$ cat src/rd_div.sv
`default_nettype none

// Restoring divider, one quotient bit per stage, payload carried alongside.
module rd_div #(
  parameter int NW = 46,
  parameter int DW = 16,
  parameter int PW = 1
) (
  input  wire logic          clk,
  input  wire logic          rst,
  input  wire logic          en,
  input  wire logic          vi,
  input  wire logic [NW-1:0] num,
  input  wire logic [DW-1:0] den,
  input  wire logic [PW-1:0] pi,
  output logic               vo,
  output logic [NW-1:0]      quo,
  output logic [PW-1:0]      po
);

  logic [DW-1:0] rem [NW];
  logic [NW-1:0] nq  [NW];
  logic [DW-1:0] dn  [NW];
  logic [PW-1:0] pp  [NW];
  logic          vv  [NW];

  for (genvar i = 0; i < NW; i++) begin : g_st
    logic [DW-1:0] rem_in;
    logic [DW-1:0] dn_in;
    logic [NW-1:0] nq_in;
    logic [PW-1:0] p_in;
    logic          v_in;
    logic [DW:0]   r2;
    logic          ge;

    if (i == 0) begin : g_first
      assign rem_in = '0;
      assign dn_in  = den;
      assign nq_in  = num;
      assign p_in   = pi;
      assign v_in   = vi;
    end else begin : g_next
      assign rem_in = rem[i-1];
      assign dn_in  = dn[i-1];
      assign nq_in  = nq[i-1];
      assign p_in   = pp[i-1];
      assign v_in   = vv[i-1];
    end

    assign r2 = {rem_in, nq_in[NW-1]};
    assign ge = r2 >= {1'b0, dn_in};

    always_ff @(posedge clk) begin
      if (rst) begin
        vv[i] <= 1'b0;
      end else if (en) begin
        vv[i] <= v_in;
      end
    end

    always_ff @(posedge clk) begin
      if (en) begin
        rem[i] <= ge ? DW'(r2 - {1'b0, dn_in}) : r2[DW-1:0];
        nq[i]  <= {nq_in[NW-2:0], ge};
        dn[i]  <= dn_in;
        pp[i]  <= p_in;
      end
    end
  end

  assign vo  = vv[NW-1];
  assign quo = nq[NW-1];
  assign po  = pp[NW-1];

endmodule

`default_nettype wire

$ cat config.mk
export PLATFORM = sky130hd
export DESIGN_NAME = rd_div
export DESIGN_NICKNAME = d
export VERILOG_FILES = /design/src/rd_div.sv
export SDC_FILE = /design/constraint.sdc
export NUM_CORES = 2
export LEC_CHECK = 0
export BUFFER_PORTS_ARGS = -buffer_cell sky130_fd_sc_hd__buf_2
export CORE_ASPECT_RATIO = 0.9
export CORE_MARGIN = 1.5
export CORE_UTILIZATION = 70
export CTS_BUF_LIST = sky130_fd_sc_hd__clkbuf_8
export CTS_CLUSTER_DIAMETER = 120
export DETAILED_ROUTE_END_ITERATION = 8
export PLACE_DENSITY = 0.87
export SKIP_LAST_GASP = 1
export SYNTH_ARGS = -nofsm -noshare
export SYNTH_HDL_FRONTEND = slang
export SYNTH_SLANG_ARGS = --single-unit
$ cat constraint.sdc
create_clock -name clk -period 8.75 [get_ports clk]
set_input_delay 1.3125 -clock clk [delete_from_list [all_inputs] [get_ports clk]]
set_output_delay 1.3125 -clock clk [all_outputs]
set_load 0.01 [all_outputs]
==> results.toml <==
[timing]
finalHoldViolations = 0
rsz0062_at_grt = "no"
setup-tns-final_ns = 0
tightest_slew_ns = 1.33
setup_violations = 0
layout_min_cycle_time_ns = 3.89
relSlewSlack_pct = 11.2
final.setup.worst_slack_ns = 4.86
skew_ns = 0.0654
drv_slew = 0
period_share_pct = 44.5
max_freq_ghz = 0.257

[power]
p_switching_uw = 18400
p_sw_share_pct = 32.7
clockPowerShare_pct = 22.9
p_per_area_nw_per_um2 = 336
cellLeakagePower_uw = 0.0641
power_frac_seq_pct = 44.3
comb_power_share_pct = 32.8
ir_worst_vdd_uv = 248
internal_power_uw = 37900

[worst_setup_path]
critPathKind = "reg -> reg"
crit_start = "dn[12][1]"
path_max_fanout = 16
worst-endpoint-arrival_ns = 4.65
slowest_stage = "nand2b_1"
worstReg2RegStart = "dn[12][1]"
cp.required_ns = 9.51
cp-start-kind = "register"
critical_path.cell_chain = "inv_1 -> ha_1 -> nor2b_1 -> o21ai_0 -> a21oi_1 -> nor3_1 -> a211oi_1 -> o311ai_0 -> nand2b_1 -> mux2_2"
slowest_delay_ns = 0.53
critPathCaptureType = "register"

[clocking]
clk_root_buffer_cell = "clkbuf_8"
clock-sinks = 3648
hold_buffers = 0
clk_path_buf_depth = 4
postCtsSetupRepairBufs = 0
cts_buffers = 566
insertion_delay_ns = 1.06
tritoncts = "built"
h-tree-depth = 6
clkTransAtPathRegs_ns = 0.06
ctsResizeCount = 0

[floorplan]
dieArea_um2 = 222000
start_util_pct = 70.6
die_h_um = 447
die_w_um = 496
io_pins = 115
core_area_um2 = 217000
fp-row-count = 162

[yosys]
synth.largest_area_cell = "edfxtp_1"
synth_edf_count = 3648
ys_seq_area_share_pct = 71.5
synthFlopType = "edfxtp_1"
syn_nets = 10900
synth.avg_cell_area_um2 = 15.2
yosys-top-cells-area = "edfxtp_1, ha_1, mux2_2"
yosysUniqueCellTypes = 86
netlist_area_um2 = 153000
synth_cells = 10100
yosysMostFrequentCell = "edfxtp_1"
ys.warnings.count = 0
synth_top_area_share_pct = 71.5
synthTopCellsByCount = "edfxtp_1, inv_1, ha_1"
async_reset_ff_share_pct = 0
ys_ff_latch = 3648

[route]
drc = 0
viasPerCell = 5.98
routed_wirelength_mm = 290
dr.pass1.iters = 9
vias = 83200
antenna_left = 0
wire_per_inst_um = 20.8
drt_iter0_markers = 7863

[placed_design]
dp_cells = 13000
dp_slack_ns = 4.77
place_congestion = 0.929
dpl.hpwl_mm = 195
port_buffers = 114

[layout]
area_growth_pct = 9.35
fin_nets = 11500
drive_above_1_share_pct = 11.7
fin_cells = 13900

[grt]
overflow = 0
grt_pass1_vias = 82500
grt_max_degree = 221
grt_use_total_pct = 26.1
grt_antenna_before_repair = 3
grt_pass1_wl_mm = 451

[run]
max-cap-violations = 0

[min_path]
hold_path.startpoint = "nq[3][5]"
hp-class = "reg -> reg"

[status]
outcome = "complete, no violations"
worst max-delay path, delay by kind of cell, from the launching register on:
kind	cells	cell delay, ns
multiplexers	1	0.46
AND/OR/NAND/NOR	3	1.09
AO/OA/AOI/OAI	4	1.30
flip-flops	1	0.45
buffers and inverters	1	0.09
adder cells (fa/ha/maj)	1	0.23
routing by layer:
layer	up-vias	share of wire, %	GRT usage, %
met3	701	5.7	4.30
met5	-	0	0
met4	0	3.4	9.74
met1	40400	42	35.7
li1	39100	-	-
met2	2985	49	42.8
logic make-up after synthesis:
logic type	after synthesis	share of synthesized area, %
buffers and inverters	1040	2.58
adder cells (fa/ha/maj)	766	6.47
XOR/XNOR	505	2.89
flip-flops	3648	71.5
AND/OR/NAND/NOR	1768	5.59
multiplexers	422	3.07
AO/OA/AOI/OAI	1913	7.87
registers in the layout, indices dropped and copies added (netlist names):
register and cells:
nq 2116, pp 46, rem 720, vv 46, dn 720
per-stage QoR:
| stage | hold WS [ns] | area, um2 | power [uW] | util (%) |
|---|---|---|---|---|
| 6_report | 0.367 | 167000 | 56300 | 77.1 |
| 2_1_floorplan | 0.400 | 153000 | 38300 | - |
| 4_1_cts | 0.330 | 167000 | 56400 | 77.1 |
| 5_1_grt | 0.345 | 167000 | 59400 | 77.1 |
| 3_5_place_dp | 0.405 | 157000 | 43200 | 72.5 |
| 3_3_place_gp | 0.400 | 157000 | 42500 | 72.5 |
final cells by class:
class                   count  area [um2]
multi-input cells        5374       39700
well taps                2870        3590
repair buffers            168        1200
flip-flops and latches   3648      110000
clock buffers             571        7860
clock inverters           390        2160
inverters                 903        3390
diodes                      3        7.51
fillers                 12000       49600
layout by cell type (no fill, tap or decap), types with 55 or more instances in the layout:
cell         n
nand2_1    384
nand4_1    100
xor2_1     217
nor2b_1    128
ha_1       722
o31ai_1     66
inv_1     1069
xnor2_1    288
nor2_1     552
o21a_1     100
o21ai_0    464
nand3_1    116
clkbuf_8   571
nor3_1     134
edfxtp_1  3648
clkinv_1   117
mux2i_1     55
mux2_2     361
and2_1      71
buf_2      113
a21oi_1    623
a21o_1     178
a31oi_1     64
nand2b_1    79
worst paths after layout:
check	slack [ns]	cells after the start	endpoint
max	4.86	10	rem[12][30]
max reg2reg	4.86	10	rem[12][30]
min	0.37	0	nq[3][52]
min reg2reg	0.37	0	nq[3][52]
power by group through the flow:
stage / Sequential (uW) / Clock (uW) / Combinational [uW]
finish: 24900 / 12900 / 18500
global placement: 25100 / 0 / 17400
floorplan: 24300 / 0 / 14000
global route: 25100 / 13900 / 20300
detailed placement: 25200 / 0 / 18000
CTS: 24900 / 13200 / 18300
(Power assumes the default switching activity.)
