[src/rd_sqrt.sv]
`default_nettype none

// Digit-by-digit integer square root, one root bit per stage.
// The root is truncated; the remainder is returned for rounding.
module rd_sqrt #(
  parameter int SW = 49,
  parameter int PW = 1
) (
  input  wire logic          clk,
  input  wire logic          rst,
  input  wire logic          en,
  input  wire logic          vi,
  input  wire logic [SW-1:0] x,
  input  wire logic [PW-1:0] pi,
  output logic               vo,
  output logic [SW:0]        root,
  output logic [SW:0]        rem,
  output logic [PW-1:0]      po
);

  localparam int Q  = (SW + 1) / 2;
  localparam int XW = SW + 1;

  logic [XW-1:0] xr [Q];
  logic [XW-1:0] rr [Q];
  logic [PW-1:0] pp [Q];
  logic          vv [Q];

  for (genvar i = 0; i < Q; i++) begin : g_st
    localparam int SH = 2 * (Q - 1 - i);
    logic [XW-1:0] x_in;
    logic [XW-1:0] r_in;
    logic [PW-1:0] p_in;
    logic          v_in;
    logic [XW-1:0] bitv;
    logic [XW-1:0] t;
    logic          ge;

    if (i == 0) begin : g_first
      assign x_in = XW'(x);
      assign r_in = '0;
      assign p_in = pi;
      assign v_in = vi;
    end else begin : g_next
      assign x_in = xr[i-1];
      assign r_in = rr[i-1];
      assign p_in = pp[i-1];
      assign v_in = vv[i-1];
    end

    assign bitv = XW'(1) << SH;
    assign t    = r_in + bitv;
    assign ge   = x_in >= t;

    always_ff @(posedge clk) begin
      if (rst) begin
        vv[i] <= 1'b0;
      end else if (en) begin
        vv[i] <= v_in;
      end
    end

    always_ff @(posedge clk) begin
      if (en) begin
        xr[i] <= ge ? x_in - t : x_in;
        rr[i] <= ge ? (r_in >> 1) + bitv : r_in >> 1;
        pp[i] <= p_in;
      end
    end
  end

  assign vo   = vv[Q-1];
  assign root = rr[Q-1];
  assign rem  = xr[Q-1];
  assign po   = pp[Q-1];

endmodule

`default_nettype wire

[config.mk]
export PLATFORM = sky130hd
export DESIGN_NAME = rd_sqrt
export DESIGN_NICKNAME = d
export VERILOG_FILES = /design/src/rd_sqrt.sv
export SDC_FILE = /design/constraint.sdc
export NUM_CORES = 2
export LEC_CHECK = 0
export BUFFER_PORTS_ARGS = -buffer_cell sky130_fd_sc_hd__buf_2
export CORE_MARGIN = 4
export CORE_UTILIZATION = 60
export DETAILED_ROUTE_END_ITERATION = 8
export PLACE_DENSITY = 0.86
export SKIP_LAST_GASP = 1
export SYNTH_ARGS = -nofsm -noshare
export SYNTH_HDL_FRONTEND = slang
export SYNTH_SLANG_ARGS = --single-unit
[constraint.sdc]
create_clock -name clk -period 4.9 [get_ports clk]
set_clock_uncertainty 0.15 [all_clocks]
set_input_delay 0.98 -clock clk [delete_from_list [all_inputs] [get_ports clk]]
set_output_delay 0.98 -clock clk [all_outputs]
set_load 0.005 [all_outputs]
==> flow_metrics.env <==
export IMPL_status="complete, no violations"
export IMPL_relSlewSlack_pct=11.61
export IMPL_die_width_um=367.1
export IMPL_post_cts_resized=0
export IMPL_die_area_mm2=0.1347
export IMPL_detailroute_via_count=50100
export IMPL_holdPathStages=1
export IMPL_setup_viol=0
export IMPL_synth_commonest_cells="1,625 x edfxtp_1, 443 x nor2_1, 433 x inv_1"
export IMPL_p_leak_nw=32.25
export IMPL_n_fill_cell=8444
export IMPL_hold_viol_final=0
export IMPL_synth_most_common_cell="edfxtp_1"
export IMPL_die_h_um=367.1
export IMPL_clk_pin_slew_ps=70
export IMPL_cts_hold_buffers=0
export IMPL_seq_power_share_pct=48.6
export IMPL_postRouteAntennaNets=0
export IMPL_syn_to_final_growth_pct=10.54
export IMPL_ir_worst_vdd_v=0.0003832
export IMPL_fin_crit_ps=4367
export IMPL_power_total_w=0.03892
export IMPL_crit_cells=10
export IMPL_row_count=131
export IMPL_async_flop_share_pct=0
export IMPL_rsz0062_at_grt="false"
export IMPL_post_dp_cell_area_mm2=0.08012
export IMPL_layout_setup_ws_ps=533.4
export IMPL_track_usage_pct=24.83
export IMPL_synth_area_leader_cell="edfxtp_1"
export IMPL_pre_cts_slack_ps=755.8
export IMPL_viasPerCell=6.162
export IMPL_p_comb_share_pct=19.5
export IMPL_multi_input_area_mm2=0.02641
export IMPL_htreeDepth=4
export IMPL_drtIter0Drc=5370
export IMPL_synth_top_area_share_pct=63.08
export IMPL_power_switching_w=0.01122
export IMPL_synth_area_top_cells="edfxtp_1 63%, ha_1 5.6%, xnor2_1 3.4%"
export IMPL_design_area_mm2=0.08551
export IMPL_pin_count=156
export IMPL_regArea_mm2=0.04880
export IMPL_sw_frac_of_total_pct=28.83
export IMPL_path_cells="ha_1 > nor2b_1 > o21ai_0 > a21oi_1 > o41ai_1 > nand2_1 > a221o_1 > a211oi_2 > or4b_1 > xnor2_1"
export IMPL_critPathMaxFanout=8
export IMPL_post_cts_buffers=0
export IMPL_wl_per_cell_um=21.02
export IMPL_start_util_pct=60.51
export IMPL_coreArea_mm2=0.1278
export IMPL_wl_um=170900
export IMPL_cts_sinks=1625
export IMPL_clkLatencyLatePin_ps=820
export IMPL_dr_pass1_iters=7
export IMPL_cp_slowest_cell="o41ai_1"
export IMPL_tns_ps=0
export IMPL_synth_edf_count=1625
export IMPL_grt_pass1_vias=49910
export IMPL_synth_cell_types=94
export IMPL_critical_path_required_ps=5270
export IMPL_syn_area_mm2=0.07736
export IMPL_synth_flop_cell="edfxtp_1"
export IMPL_synth_ff_latch_count=1625
export IMPL_cts_made_buffers=163
export IMPL_ff2ff_path_depth=10
export IMPL_avgSynthCellArea_um2=12.68
export IMPL_cts_tree="yes"
export IMPL_clkPwrFrac_pct=31.9
export IMPL_grt_start_max_net_pins=148
export IMPL_syn_inst=6102
export IMPL_overflow=0
export IMPL_cts_root_buffer="clkbuf_16"
export IMPL_drive_above_1_share_pct=8.273
export IMPL_cp_data_arrival_time_ps=4730
export IMPL_cap_violations=0
export IMPL_antenna_found_initial=4
export IMPL_grt_pass1_wl_um=266700
export IMPL_port_buffers=130
export IMPL_hpwlAfterDp_um=119200
export IMPL_worst_path_buf_inv=0
export IMPL_ys_seq_area_share_pct=63.08
export IMPL_drv_slew=0
export IMPL_path_class="flop to flop"
export IMPL_clock_path_buffers=3
export IMPL_internal_power_w=0.02770
export IMPL_critPathCaptureType="flop"
export IMPL_ys_warn_count=0
export IMPL_gp_congestion=0.9784
export IMPL_fin_nets=6733
export IMPL_worstMarginPinSlew_ps=1314
export IMPL_drc=0
export IMPL_crit_family="compound AO/OA/AOI/OAI gates"
export IMPL_cpPeakStageDelay_ps=580
export IMPL_timing_fmax_mhz=229.0
export IMPL_fin_crit_sh_pct=89.11
export IMPL_startpoint_type="flop"
export IMPL_p_per_area_mw_per_mm2=455.1
export IMPL_hold_path_class="input port to flop"
## cells in the final DEF (no fill, tap or decap), types with 25 or more instances in the layout
master     netlist  layout
edfxtp_1      1625    1625
nor2_1         443     443
inv_1          433     433
a21oi_1        380     378
nand2_1        369     369
ha_1           348     348
xnor2_1        303     303
o21ai_0        267     267
xor2_1         266     266
nor4_1         183     183
nor3_1         168     168
clkbuf_16        0     163
buf_2            6     129
a21o_1         112     112
nand3_1         94      94
nand4_1         91      91
nand2b_1        79      79
o21a_1          69      69
or3_1           65      65
nor2b_1         58      58
mux2_2          55      55
or4_1           49      49
buf_4           26      42
and2_1          41      41
o31ai_1         35      32
clkinv_1         0      32
clkbuf_1       103      32
clkinv_2         0      31
nor4b_1         28      28
conb_1           1      27
a211oi_1        26      26
o21bai_1        25      25
## state kept, by name, indices dropped and copies added, names as in the netlist
| signal | cells |
|---|---|
| rr | 325 |
| pp | 25 |
| xr | 1250 |
| vv | 25 |
## cells by family (layout without fill, tap and decap cells)
| family | count (synthesis) | after routing | synth area share (%) |
|---|---|---|---|
| AND/OR/NAND/NOR | 1794 | 1794 | 11.91 |
| flip-flops | 1625 | 1625 | 63.08 |
| AO/OA/AOI/OAI | 1119 | 1119 | 9.015 |
| buffers and inverters | 581 | 920 | 2.984 |
| XOR/XNOR | 569 | 569 | 6.442 |
| adder cells (fa/ha/maj) | 348 | 348 | 5.628 |
| multiplexers | 65 | 65 | 0.9364 |
| other | 1 | 28 | 0.004847 |
## routing by layer
layer | part of all wire (%) | up-vias | GRT usage [%]
li1 | - | 23180 | -
met1 | 36 | 23940 | 27.83
met2 | 52 | 2345 | 45.43
met3 | 7.2 | 626 | 4.345
met4 | 5.3 | 0 | 12.56
met5 | 0 | - | 0
## area by class of cell
type / count / share of cell area [%]
diodes: 1 / 0.002926
multi-input cells: 3922 / 30.88
clock inverters: 106 / 1.391
clock buffers: 195 / 4.910
flip-flops and latches: 1625 / 57.06
inverters: 436 / 1.914
repair buffers: 183 / 1.405
well taps: 1662 / 2.432
## per-stage QoR
stage               hold WS [ps]  util [%]  std cells
finish                     174.2     66.89       8130
global route               138.5     66.89       8129
detailed placement         255.1     62.67       7828
CTS                        124.4     66.88       8129
global placement           250.1     62.67       7828
floorplan                  250.3         -       6128
## power groups by stage
stage	Clock (W)	Combinational [W]	Sequential [W]
after global routing	0.0132	0.00833	0.0191
after detailed placement	0	0.00733	0.0191
final	0.0124	0.00757	0.0189
after global placement	0	0.00710	0.0191
after CTS	0.0126	0.00747	0.0189
after floorplan	0	0.00549	0.0186
## final timing paths
kind                                 from   endpoint  slack (ps)
worst max-delay path            xr[1][16]  xr[1][96]         530
worst min register to register   pp[1][3]   pp[2][0]         250
worst min-delay path                x[26]  xr[0][26]         170
worst max register to register  xr[1][16]  xr[1][96]         530
## worst reg2reg max path, stage by stage (launching register included)
cell,delay (ps)
edfxtp_1,440
ha_1,380
nor2b_1,160
o21ai_0,270
a21oi_1,160
o41ai_1,580
nand2_1,260
a221o_1,440
a211oi_2,550
or4b_1,530
xnor2_1,150
Power figures use the tool's default switching activity.
